`src/sv/hcs_pkg.sv`:
```
`timescale 1ns / 1ps
`default_nettype none
// ----------------------------------------------------------------------------
// hcs_pkg: shared constants for the Hamiltonian cycle search core
// Sizes of the row store, path stack, vertex indexes and counters.
// ----------------------------------------------------------------------------
package hcs_pkg;

    localparam int MAX_VERTICES = 16;
    localparam int IDX_W        = $clog2(MAX_VERTICES);
    localparam int CNT_W        = IDX_W + 1;
    localparam int CFG_W        = 5;
    localparam int VTX_W        = 4;

    localparam logic [CFG_W-1:0] COUNT_RESET = CFG_W'(5);
    localparam logic [CNT_W-1:0] COUNT_MIN   = CNT_W'(2);
    localparam logic [CNT_W-1:0] COUNT_MAX   = CNT_W'(MAX_VERTICES);

    typedef logic [MAX_VERTICES-1:0] row_t;
    typedef logic [IDX_W-1:0]        vidx_t;
    typedef logic [CNT_W-1:0]        cnt_t;

endpackage

`default_nettype wire

```
`src/sv/hamiltonian_cycle_search_core.sv`:
```
`timescale 1ns / 1ps
`default_nettype none
// ----------------------------------------------------------------------------
// hamiltonian_cycle_search_core: backtracking Hamiltonian cycle search
// Loads adjacency rows, searches depth first from vertex 0, emits the cycle or a not-found word.
// ----------------------------------------------------------------------------
// Usage: write vertex_count (clamped to 2..16) while the core is idle, then
// send one adjacency row per word, row 0 first. The word carrying row
// vertex_count-1 starts the search, during which in_stall stays high;
// in_stall is also high in any cycle with cfg_wr_en high. The search
// sequencer tests one candidate, one push, or one pop per cycle against the
// row of the current path top, so the search time grows with the number of
// candidates tried and backtracks; worst case grows with the number of
// partial paths explored. A found cycle leaves as vertex_count+1 words (path
// vertices, then vertex 0 with last set); no cycle gives one word with
// found=0 and last set. A new output word is issued whenever none is pending
// or the receiver does not stall. A pending output word does not block
// loading the next graph.
// ----------------------------------------------------------------------------
module hamiltonian_cycle_search_core (
    input  wire                       clk,
    input  wire                       rst_n,
    input  wire                       cfg_wr_en,
    input  wire [hcs_pkg::CFG_W-1:0]  cfg_wr_data,
    input  wire                       in_valid,
    output logic                      in_stall,
    input  wire [hcs_pkg::MAX_VERTICES-1:0] row_bits,
    output logic                      out_valid,
    input  wire                       out_stall,
    output logic                      found,
    output logic [hcs_pkg::VTX_W-1:0] vertex,
    output logic                      last
);
    import hcs_pkg::*;

    localparam logic [1:0] ST_LOAD   = 2'd0;
    localparam logic [1:0] ST_SEARCH = 2'd1;
    localparam logic [1:0] ST_EMIT   = 2'd2;

    row_t  adj_mem  [MAX_VERTICES];
    vidx_t path_mem [MAX_VERTICES];

    logic [1:0]       state_reg, state_next;
    logic [CFG_W-1:0] count_reg, count_next;
    cnt_t             rows_reg, rows_next;
    cnt_t             depth_reg, depth_next;
    cnt_t             cand_reg, cand_next;
    row_t             visited_reg, visited_next;
    vidx_t            top_reg, top_next;
    logic             hit_reg, hit_next;
    cnt_t             idx_reg, idx_next;
    logic             out_valid_reg, out_valid_next;
    logic             found_reg, found_next;
    logic [VTX_W-1:0] vertex_reg, vertex_next;
    logic             last_reg, last_next;
    row_t             top_row_reg;
    vidx_t            path_rd_reg;

    cnt_t  n_eff;
    cnt_t  rows_eff;
    cnt_t  depth_m2;
    vidx_t path_rd_addr;
    logic  adj_we;
    vidx_t adj_waddr;
    logic  path_we;
    vidx_t path_waddr;
    vidx_t path_wdata;
    logic  in_take;

    always_comb
    begin
        if (CNT_W'(count_reg) < COUNT_MIN)
            n_eff = COUNT_MIN;
        else if (CNT_W'(count_reg) > COUNT_MAX)
            n_eff = COUNT_MAX;
        else
            n_eff = CNT_W'(count_reg);
    end

    assign in_stall     = (state_reg != ST_LOAD) || cfg_wr_en;
    assign in_take      = in_valid && !in_stall;
    assign rows_eff     = (rows_reg >= n_eff) ? '0 : rows_reg;
    assign depth_m2     = depth_next - CNT_W'(2);
    assign path_rd_addr = (state_next == ST_EMIT) ? idx_next[IDX_W-1:0]
                                                  : depth_m2[IDX_W-1:0];

    always_comb
    begin
        state_next     = state_reg;
        count_next     = count_reg;
        rows_next      = rows_reg;
        depth_next     = depth_reg;
        cand_next      = cand_reg;
        visited_next   = visited_reg;
        top_next       = top_reg;
        hit_next       = hit_reg;
        idx_next       = idx_reg;
        out_valid_next = out_valid_reg;
        found_next     = found_reg;
        vertex_next    = vertex_reg;
        last_next      = last_reg;
        adj_we         = 1'b0;
        adj_waddr      = rows_eff[IDX_W-1:0];
        path_we        = 1'b0;
        path_waddr     = depth_reg[IDX_W-1:0];
        path_wdata     = cand_reg[IDX_W-1:0];

        // drop the output word once taken
        if (out_valid_reg && !out_stall)
            out_valid_next = 1'b0;

        case (state_reg)
            ST_LOAD:
            begin
                if (cfg_wr_en)
                begin
                    count_next = cfg_wr_data;
                    rows_next  = '0;
                end
                else if (in_take)
                begin
                    adj_we = 1'b1;
                    if (rows_eff + CNT_W'(1) < n_eff)
                        rows_next = rows_eff + CNT_W'(1);
                    else
                    begin
                        rows_next    = '0;
                        path_we      = 1'b1;
                        path_waddr   = '0;
                        path_wdata   = '0;
                        visited_next = row_t'(1);
                        depth_next   = CNT_W'(1);
                        cand_next    = CNT_W'(1);
                        top_next     = '0;
                        state_next   = ST_SEARCH;
                    end
                end
            end
            ST_SEARCH:
            begin
                if (depth_reg < n_eff && cand_reg < n_eff)
                begin
                    // test one candidate
                    if (top_row_reg[cand_reg[IDX_W-1:0]] &&
                        !visited_reg[cand_reg[IDX_W-1:0]])
                    begin
                        path_we      = 1'b1;
                        visited_next = visited_reg | (row_t'(1) << cand_reg[IDX_W-1:0]);
                        depth_next   = depth_reg + CNT_W'(1);
                        top_next     = cand_reg[IDX_W-1:0];
                        cand_next    = CNT_W'(1);
                    end
                    else
                        cand_next = cand_reg + CNT_W'(1);
                end
                else if (depth_reg >= n_eff && top_row_reg[0])
                begin
                    hit_next   = 1'b1;
                    idx_next   = '0;
                    state_next = ST_EMIT;
                end
                else if (depth_reg <= CNT_W'(1))
                begin
                    hit_next   = 1'b0;
                    idx_next   = '0;
                    state_next = ST_EMIT;
                end
                else
                begin
                    // backtrack: pop the top vertex
                    depth_next   = depth_reg - CNT_W'(1);
                    visited_next = visited_reg & ~(row_t'(1) << top_reg);
                    cand_next    = CNT_W'(top_reg) + CNT_W'(1);
                    top_next     = path_rd_reg;
                end
            end
            ST_EMIT:
            begin
                if (!out_valid_reg || !out_stall)
                begin
                    out_valid_next = 1'b1;
                    found_next     = hit_reg;
                    vertex_next    = (hit_reg && idx_reg < n_eff) ? VTX_W'(path_rd_reg) : '0;
                    last_next      = !hit_reg || (idx_reg == n_eff);
                    idx_next       = idx_reg + CNT_W'(1);
                    if (!hit_reg || idx_reg == n_eff)
                        state_next = ST_LOAD;
                end
            end
            default:
            begin
                state_next = ST_LOAD;
            end
        endcase
    end

    always_ff @(posedge clk or negedge rst_n)
    begin
        if (!rst_n)
        begin
            state_reg     <= ST_LOAD;
            count_reg     <= COUNT_RESET;
            rows_reg      <= '0;
            depth_reg     <= '0;
            cand_reg      <= '0;
            visited_reg   <= '0;
            top_reg       <= '0;
            hit_reg       <= 1'b0;
            idx_reg       <= '0;
            out_valid_reg <= 1'b0;
        end
        else
        begin
            state_reg     <= state_next;
            count_reg     <= count_next;
            rows_reg      <= rows_next;
            depth_reg     <= depth_next;
            cand_reg      <= cand_next;
            visited_reg   <= visited_next;
            top_reg       <= top_next;
            hit_reg       <= hit_next;
            idx_reg       <= idx_next;
            out_valid_reg <= out_valid_next;
        end
    end

    always_ff @(posedge clk)
    begin
        found_reg   <= found_next;
        vertex_reg  <= vertex_next;
        last_reg    <= last_next;
        top_row_reg <= adj_mem[top_next];
        path_rd_reg <= path_mem[path_rd_addr];
        if (adj_we)
            adj_mem[adj_waddr] <= row_bits;
        if (path_we)
            path_mem[path_waddr] <= path_wdata;
    end

    assign out_valid = out_valid_reg;
    assign found     = found_reg;
    assign vertex    = vertex_reg;
    assign last      = last_reg;

    a_start_visited: assert property (@(posedge clk) disable iff (!rst_n)
        (state_reg == ST_SEARCH) |-> visited_reg[0])
        else $error("vertex 0 not marked during search");

    a_depth_range: assert property (@(posedge clk) disable iff (!rst_n)
        (state_reg == ST_SEARCH) |-> (depth_reg >= CNT_W'(1) && depth_reg <= n_eff))
        else $error("search depth out of range");

    a_mask_depth: assert property (@(posedge clk) disable iff (!rst_n)
        (state_reg == ST_SEARCH) |-> ($countones(visited_reg) == int'(depth_reg)))
        else $error("visited mask disagrees with search depth");

    a_stall_busy: assert property (@(posedge clk) disable iff (!rst_n)
        (state_reg == ST_EMIT) |=> in_stall || (out_valid_reg && last_reg))
        else $error("input opened before last word issued");

endmodule

`default_nettype wire
```
`config.mk`:
```
export PLATFORM = sky130hd
export DESIGN_NAME = hamiltonian_cycle_search_core
export DESIGN_NICKNAME = d
export VERILOG_FILES = /design/src/sv/hcs_pkg.sv /design/src/sv/hamiltonian_cycle_search_core.sv
export SDC_FILE = /design/constraint.sdc
export NUM_CORES = 1
export LEC_CHECK = 0
export ABC_CLOCK_PERIOD_IN_PS = 7200
export BUFFER_PORTS_ARGS = -buffer_cell sky130_fd_sc_hd__buf_2
export CORE_MARGIN = 4
export CORE_UTILIZATION = 44
export DETAILED_ROUTE_END_ITERATION = 12
export SYNTH_ARGS = -nofsm -noshare
export SYNTH_HDL_FRONTEND = slang
export SYNTH_SLANG_ARGS = --single-unit
```
`constraint.sdc`:
```
create_clock -name clk -period 7.2 [get_ports clk]
set_input_delay 0.72 -clock clk [delete_from_list [all_inputs] [get_ports clk]]
set_output_delay 0.72 -clock clk [all_outputs]
set_load 0.05 [all_outputs]
```
* After elaboration in Yosys (flattened, before gate mapping)
Memory sizes are Yosys's and may differ from the RTL's. A register that Yosys moved wholly into a read port is not among the register bits.
Cells that the tools add are included.
** Word-level totals
- Output and inout bits :: 8
- RAM bits :: 320
- Register bits after elaboration :: 55
- Memories kept :: 2
- ROM bits :: 0
- Input port bits :: 26
- Latch bits :: 0
** Memory list
- adj_mem :: words 16, bits a word 16, read ports 1, clocked after Yosys merged registers in 1, write ports 1, line hamiltonian_cycle_search_core.sv:40 : row_t adj_mem [MAX_VERTICES];
- path_mem :: words 16, bits a word 4, read ports 1, clocked after Yosys merged registers in 1, write ports 1, line hamiltonian_cycle_search_core.sv:41 : vidx_t path_mem [MAX_VERTICES];
** Cells by class
- Magnitude comparators :: 10
- Multiplexer cells :: 83
- Reduce and logical (&&, ||, !) cells :: 27
- Equality and inequality tests :: 13
- Add/sub/neg operators :: 7
- Div/mod/pow operators :: 0
- Shifts and indexed selects :: 2
- Bitwise logic cells :: 4
- $mul :: 0
** Operator list (count)
- $mux 5 :: 24
- $mux 16 :: 7
- $mux 4 :: 16
- $pmux 16 s2 :: 1
- $shl 1x4->16 const A :: 2
- $pmux 5 s2 :: 3
- $add 5x1->5 const B :: 4
- $lt 5x5->1 :: 4
- $mux 1 :: 19
- $and 16x16->16 :: 1
- $mux 2 :: 8
- $not 16->16 :: 1
- $or 16x16->16 :: 1
- $ne 3x3->1 const B :: 4
- $ge 5x5->1 :: 2
- $ne 2x2->1 const B :: 5
- $reduce_bool 2->1 :: 5
- $bmux 1 s4 :: 2
- $pmux 4 s2 :: 1
- $reduce_and 7->1 :: 1
- $logic_and 1x1->1 :: 6
- $pmux 2 s3 :: 1
- $reduce_and 2->1 :: 3
- $reduce_and 6->1 :: 1
- other kinds (17) :: 24

* Longest topological paths before layout
- Word-level depth :: 13
- Gate-level depth with buffers :: 32

* Worst setup path before layout
OpenSTA, ideal clock, no wires.
- Path type :: flip-flop to flip-flop
- From :: register count_reg[4]
- To :: register path_rd_reg[3], read port of path_mem
- Buffers on the path :: 3
- Arrival time :: 5.587 ns
- Stages on the path, launching flop included :: 31
- Library setup time :: 0.130 ns
- Path slack :: 1.482 ns
- Period minus slack after synthesis :: 5.718 ns
- Cells stage by stage :: dfrtp_1 -> buf_2 -> inv_1 -> nand2_1 -> ha_1 -> and3_1 -> o211ai_1 -> and2_1 -> and3_1 -> ha_1 -> nand3_1 -> xor2_1 -> nor2_1 -> ha_1 -> a21oi_1 -> o21ai_0 -> o311a_1 -> buf_6 -> nor2_2 -> a2bb2oi_1 -> nand2_1 -> inv_1 -> ha_1 -> a21oi_1 -> nor4b_1 -> a311o_1 -> o32a_1 -> clkbuf_1 -> and2_1 -> a22oi_1 -> o211ai_1
** Between the ends
- Word-level cells in the longest chain between the ends :: 13
** Ends and longest elaborated chain
- from (decl) :: line hamiltonian_cycle_search_core.sv:44 : logic [CFG_W-1:0] count_reg, count_next;
- from (signal assigned) :: line hamiltonian_cycle_search_core.sv:215 : count_reg <= count_next;
- $gt 5x5->1 :: line hamiltonian_cycle_search_core.sv:74 : else if (CNT_W'(count_reg) > COUNT_MAX)
- $mux 5 :: line hamiltonian_cycle_search_core.sv:74
- $mux 5 (*) :: line hamiltonian_cycle_search_core.sv:72 : if (CNT_W'(count_reg) < COUNT_MIN)
- $ge 5x5->1 :: line hamiltonian_cycle_search_core.sv:82 : assign rows_eff = (rows_reg >= n_eff) ? '0 : rows_reg;
- $mux 5 :: line hamiltonian_cycle_search_core.sv:82
- $add 5x1->5 :: line hamiltonian_cycle_search_core.sv:123 : if (rows_eff + CNT_W'(1) < n_eff)
- $lt 5x5->1 :: line hamiltonian_cycle_search_core.sv:123
- $mux 5 :: line hamiltonian_cycle_search_core.sv:123
- $mux 5 :: line hamiltonian_cycle_search_core.sv:120 : else if (in_take)
- $mux 5 :: line hamiltonian_cycle_search_core.sv:115 : if (cfg_wr_en)
- $pmux 5 s2 (*) :: line hamiltonian_cycle_search_core.sv:112 : case (state_reg)
- via depth_next[1] :: line hamiltonian_cycle_search_core.sv:46 : cnt_t depth_reg, depth_next;
- $sub 4x2->4 (*) :: line hamiltonian_cycle_search_core.sv:83 : assign depth_m2 = depth_next - CNT_W'(2);
- $mux 4 (*) :: line hamiltonian_cycle_search_core.sv:84 : assign path_rd_addr = (state_next == ST_EMIT) ? idx_next[IDX_W-1:0]
- to (decl) :: line hamiltonian_cycle_search_core.sv:57 : vidx_t path_rd_reg;
The timed path passes the listed nets; every way through them passes the cells marked *. The select of a mux whose other input is x is not followed.
A chain may end at the register's enable or synchronous reset.

* Worst setup path after layout
- From :: register count_reg[4]
- To :: register path_rd_reg[1], read port of path_mem
Same word-level chain as after synthesis.

==> out/metrics.csv <==
metric,value,unit
status,finished clean,
crit_path_start_kind,register,
tritoncts_sink_count,395,
vias,10600,
async_reset_ff_frac,0.124,
final.fill_count,3431,
max-vdd-ir-drop,0.350,mV
power_density,421,nW/um2
die_h,210,um
grt.overflow.total,0,
synth_fp_nets,1343,
design.portCount,34,
number_of_antenna_violations_at_the_first_check_in_global_routing,3,
drive_above_1_share,0.129,
timing.final.setup_violations,0,
max_slew_margin,0.227,
grt_start_max_net_pins,82,
netlist_area,17900,um2
coreArea,40000,um2
cts_max_level,2,
hold_viol_final,0,
grt_pass1_vias,10300,
ctsLongestPathBuffers,3,
routed_wire_length_per_instance,21.6,um
layout_common_cells,"326 x sky130_fd_sc_hd__edfxtp_1, 184 x sky130_fd_sc_hd__mux2i_1, 72 x sky130_fd_sc_hd__nand2_1",
sequential_to_total_area_share_from_yosys_stat,0.638,
slew_violations,0,
yosys_warnings,0,
route.detailed.drc,0,
timing.final.ws_setup,0.805,ns
place_congestion,0.899,
endpoint_kind,register,
drt.antenna.violating_nets,0,
hpwl,24.3,mm
tritoncts,built,
layout_skew,0.0169,ns
detail_route.first_pass.iterations,5,
tightestPinTransition,1.15,ns
synthFlopType,sky130_fd_sc_hd__edfxtp_1,
rsz0062_at_grt,false,
largest_reg_flops,256,
worst_setup_hold_path_clk_slew,0.06,ns
worst_min_delay_path_category,input port to async pin,
area_growth,12.3,%
cp_slowest_cell,sky130_fd_sc_hd__dfrtp_1,
design.die.area,44000,um2
clockRootBuffer,sky130_fd_sc_hd__clkbuf_16,
global_route_wire_length_before_repair,61.6,mm
reg_top3,"adj_mem: 256 flops, path_mem: 64 flops",
post_synth_inst_count,1273,
hold_bufs_at_cts,0,
detail_route.vias_per_cell,5.63,
crit_type,register to register,
cts_buffers,42,
arrival,6.82,ns
finalCriticalPeriod,6.39,ns
utilization,0.503,
grt_util_all_layers,0.181,
post_cts.resized_instances,0,
layout_commonest_cell,sky130_fd_sc_hd__edfxtp_1,
largest_fanout_on_the_critical_path,13,
post-route-period-util,0.888,
critical-path-max-stage-delay,0.60,ns
synth-seq-cells,395,
buffer_ports.inserted,33,
cts_setup_buffers,0,
registers.top_by_ff_count,adj_mem,
final_tns_setup,0,ns
p_leak,0.00776,uW
pwr_total,8480,uW
nets_finish,1391,
worst_hold_slack,0.297,ns
die-width,210,um
critical_path_required,7.62,ns
clkLatencyLatePin,0.55,ns
drv_cap,0,
fmax,0.156,GHz
route.final.wire_length,40.7,mm
synthDistinctLibCells,80,
syn-mean-instance-area,14.1,um2
dp_slack,0.876,ns
initial_utilization,0.448,
dr.first_iter.drc_count,839,
synth_edf_count,326,
num_rows,73,
==> critical path, delay by kind of cell (launching register included) <==
family / cells / cell delay, ns
xor gates and xnor gates: 1 / 0.19
and+or+nand+nor: 8 / 1.52
DFF: 1 / 0.60
AOI/OAI and AO/OA: 12 / 2.40
buffers and inverters: 3 / 0.37
adders and majority gates: 4 / 1.17
==> synthesized netlist by cell type (9+ instances only) <==
library cell,n,area share
sky130_fd_sc_hd__inv_1,41,0.0086
sky130_fd_sc_hd__mux2_2,25,0.016
sky130_fd_sc_hd__a21o_1,9,0.0038
sky130_fd_sc_hd__dfrtp_1,47,0.066
sky130_fd_sc_hd__mux2i_1,184,0.10
sky130_fd_sc_hd__a21oi_1,51,0.014
sky130_fd_sc_hd__nand3_1,28,0.0078
sky130_fd_sc_hd__clkbuf_1,25,0.0052
sky130_fd_sc_hd__a31oi_1,9,0.0031
sky130_fd_sc_hd__nor3_1,19,0.0053
sky130_fd_sc_hd__edfxtp_1,326,0.55
sky130_fd_sc_hd__nor2_1,61,0.013
sky130_fd_sc_hd__nand2_1,72,0.015
sky130_fd_sc_hd__o211ai_1,22,0.0092
sky130_fd_sc_hd__and2_1,26,0.0091
sky130_fd_sc_hd__nand3b_1,18,0.0075
sky130_fd_sc_hd__buf_2,17,0.0048
sky130_fd_sc_hd__o2111ai_1,16,0.0078
sky130_fd_sc_hd__ha_1,44,0.031
sky130_fd_sc_hd__dfxtp_1,20,0.022
sky130_fd_sc_hd__nand2b_1,13,0.0045
sky130_fd_sc_hd__o21ai_0,48,0.013
sky130_fd_sc_hd__a21boi_0,10,0.0042
==> per-stage QoR <==
stage	std cells	cell area, um2
floorplan	1273	17900
global placement	1802	18700
detailed placement	1802	18700
CTS	1880	20100
global route	1880	20100
finish	1882	20100
==> cell families (layout without fill, tap and decap cells) <==
group           count (synthesis)  after routing  share of synthesized area
compound gates                235            235                     0.0908
xor+xnor                        6              6                    0.00294
fa+ha+maj                      44             44                     0.0307
buf+inv                        99            181                     0.0262
flops                         395            395                      0.638
mux                           220            220                      0.134
other cells                     0              2                          0
simple gates                  274            274                     0.0774
==> routing by layer <==
| metal | GRT usage | routed length (um) |
|---|---|---|
| met1 | 0.243 | 17700 |
| met4 | 0.0610 | 1290 |
| met5 | 0 | 0 |
| met3 | 0.0299 | 2050 |
| met2 | 0.300 | 19600 |
==> area by class of cell <==
type	count	area, um2	share of cell area
Timing Repair Buffer	60	405	0.0202
Clock buffer	60	1200	0.0597
Multi-Input combinational cell	779	6060	0.301
Antenna cell	2	5.00	0.000249
Tap cell	525	657	0.0327
Sequential cell	395	11400	0.568
Inverter	43	161	0.00802
Clock inverter	18	206	0.0103
==> path summary, 6_finish.rpt <==
path,from,to,slack (ns),depth (start not counted)
setup / recovery,count_reg[4],path_rd_reg[1],0.81,28
hold / removal,rst_n,count_reg[4],0.30,2
setup reg to reg,count_reg[4],path_rd_reg[1],0.81,28
hold reg to reg,visited_reg[15],visited_reg[15],0.52,2
max in group asynchronous,rst_n,visited_reg[9],6.43,2
min in group clk,cfg_wr_data[4],count_reg[4],0.41,2
==> where the power goes <==
group	switching [uW]	internal, uW
logic	2030	1330
registers	216	2730
clock network	867	1310
total	3110	5370
No activity file was read; power rests on OpenSTA's default activity.
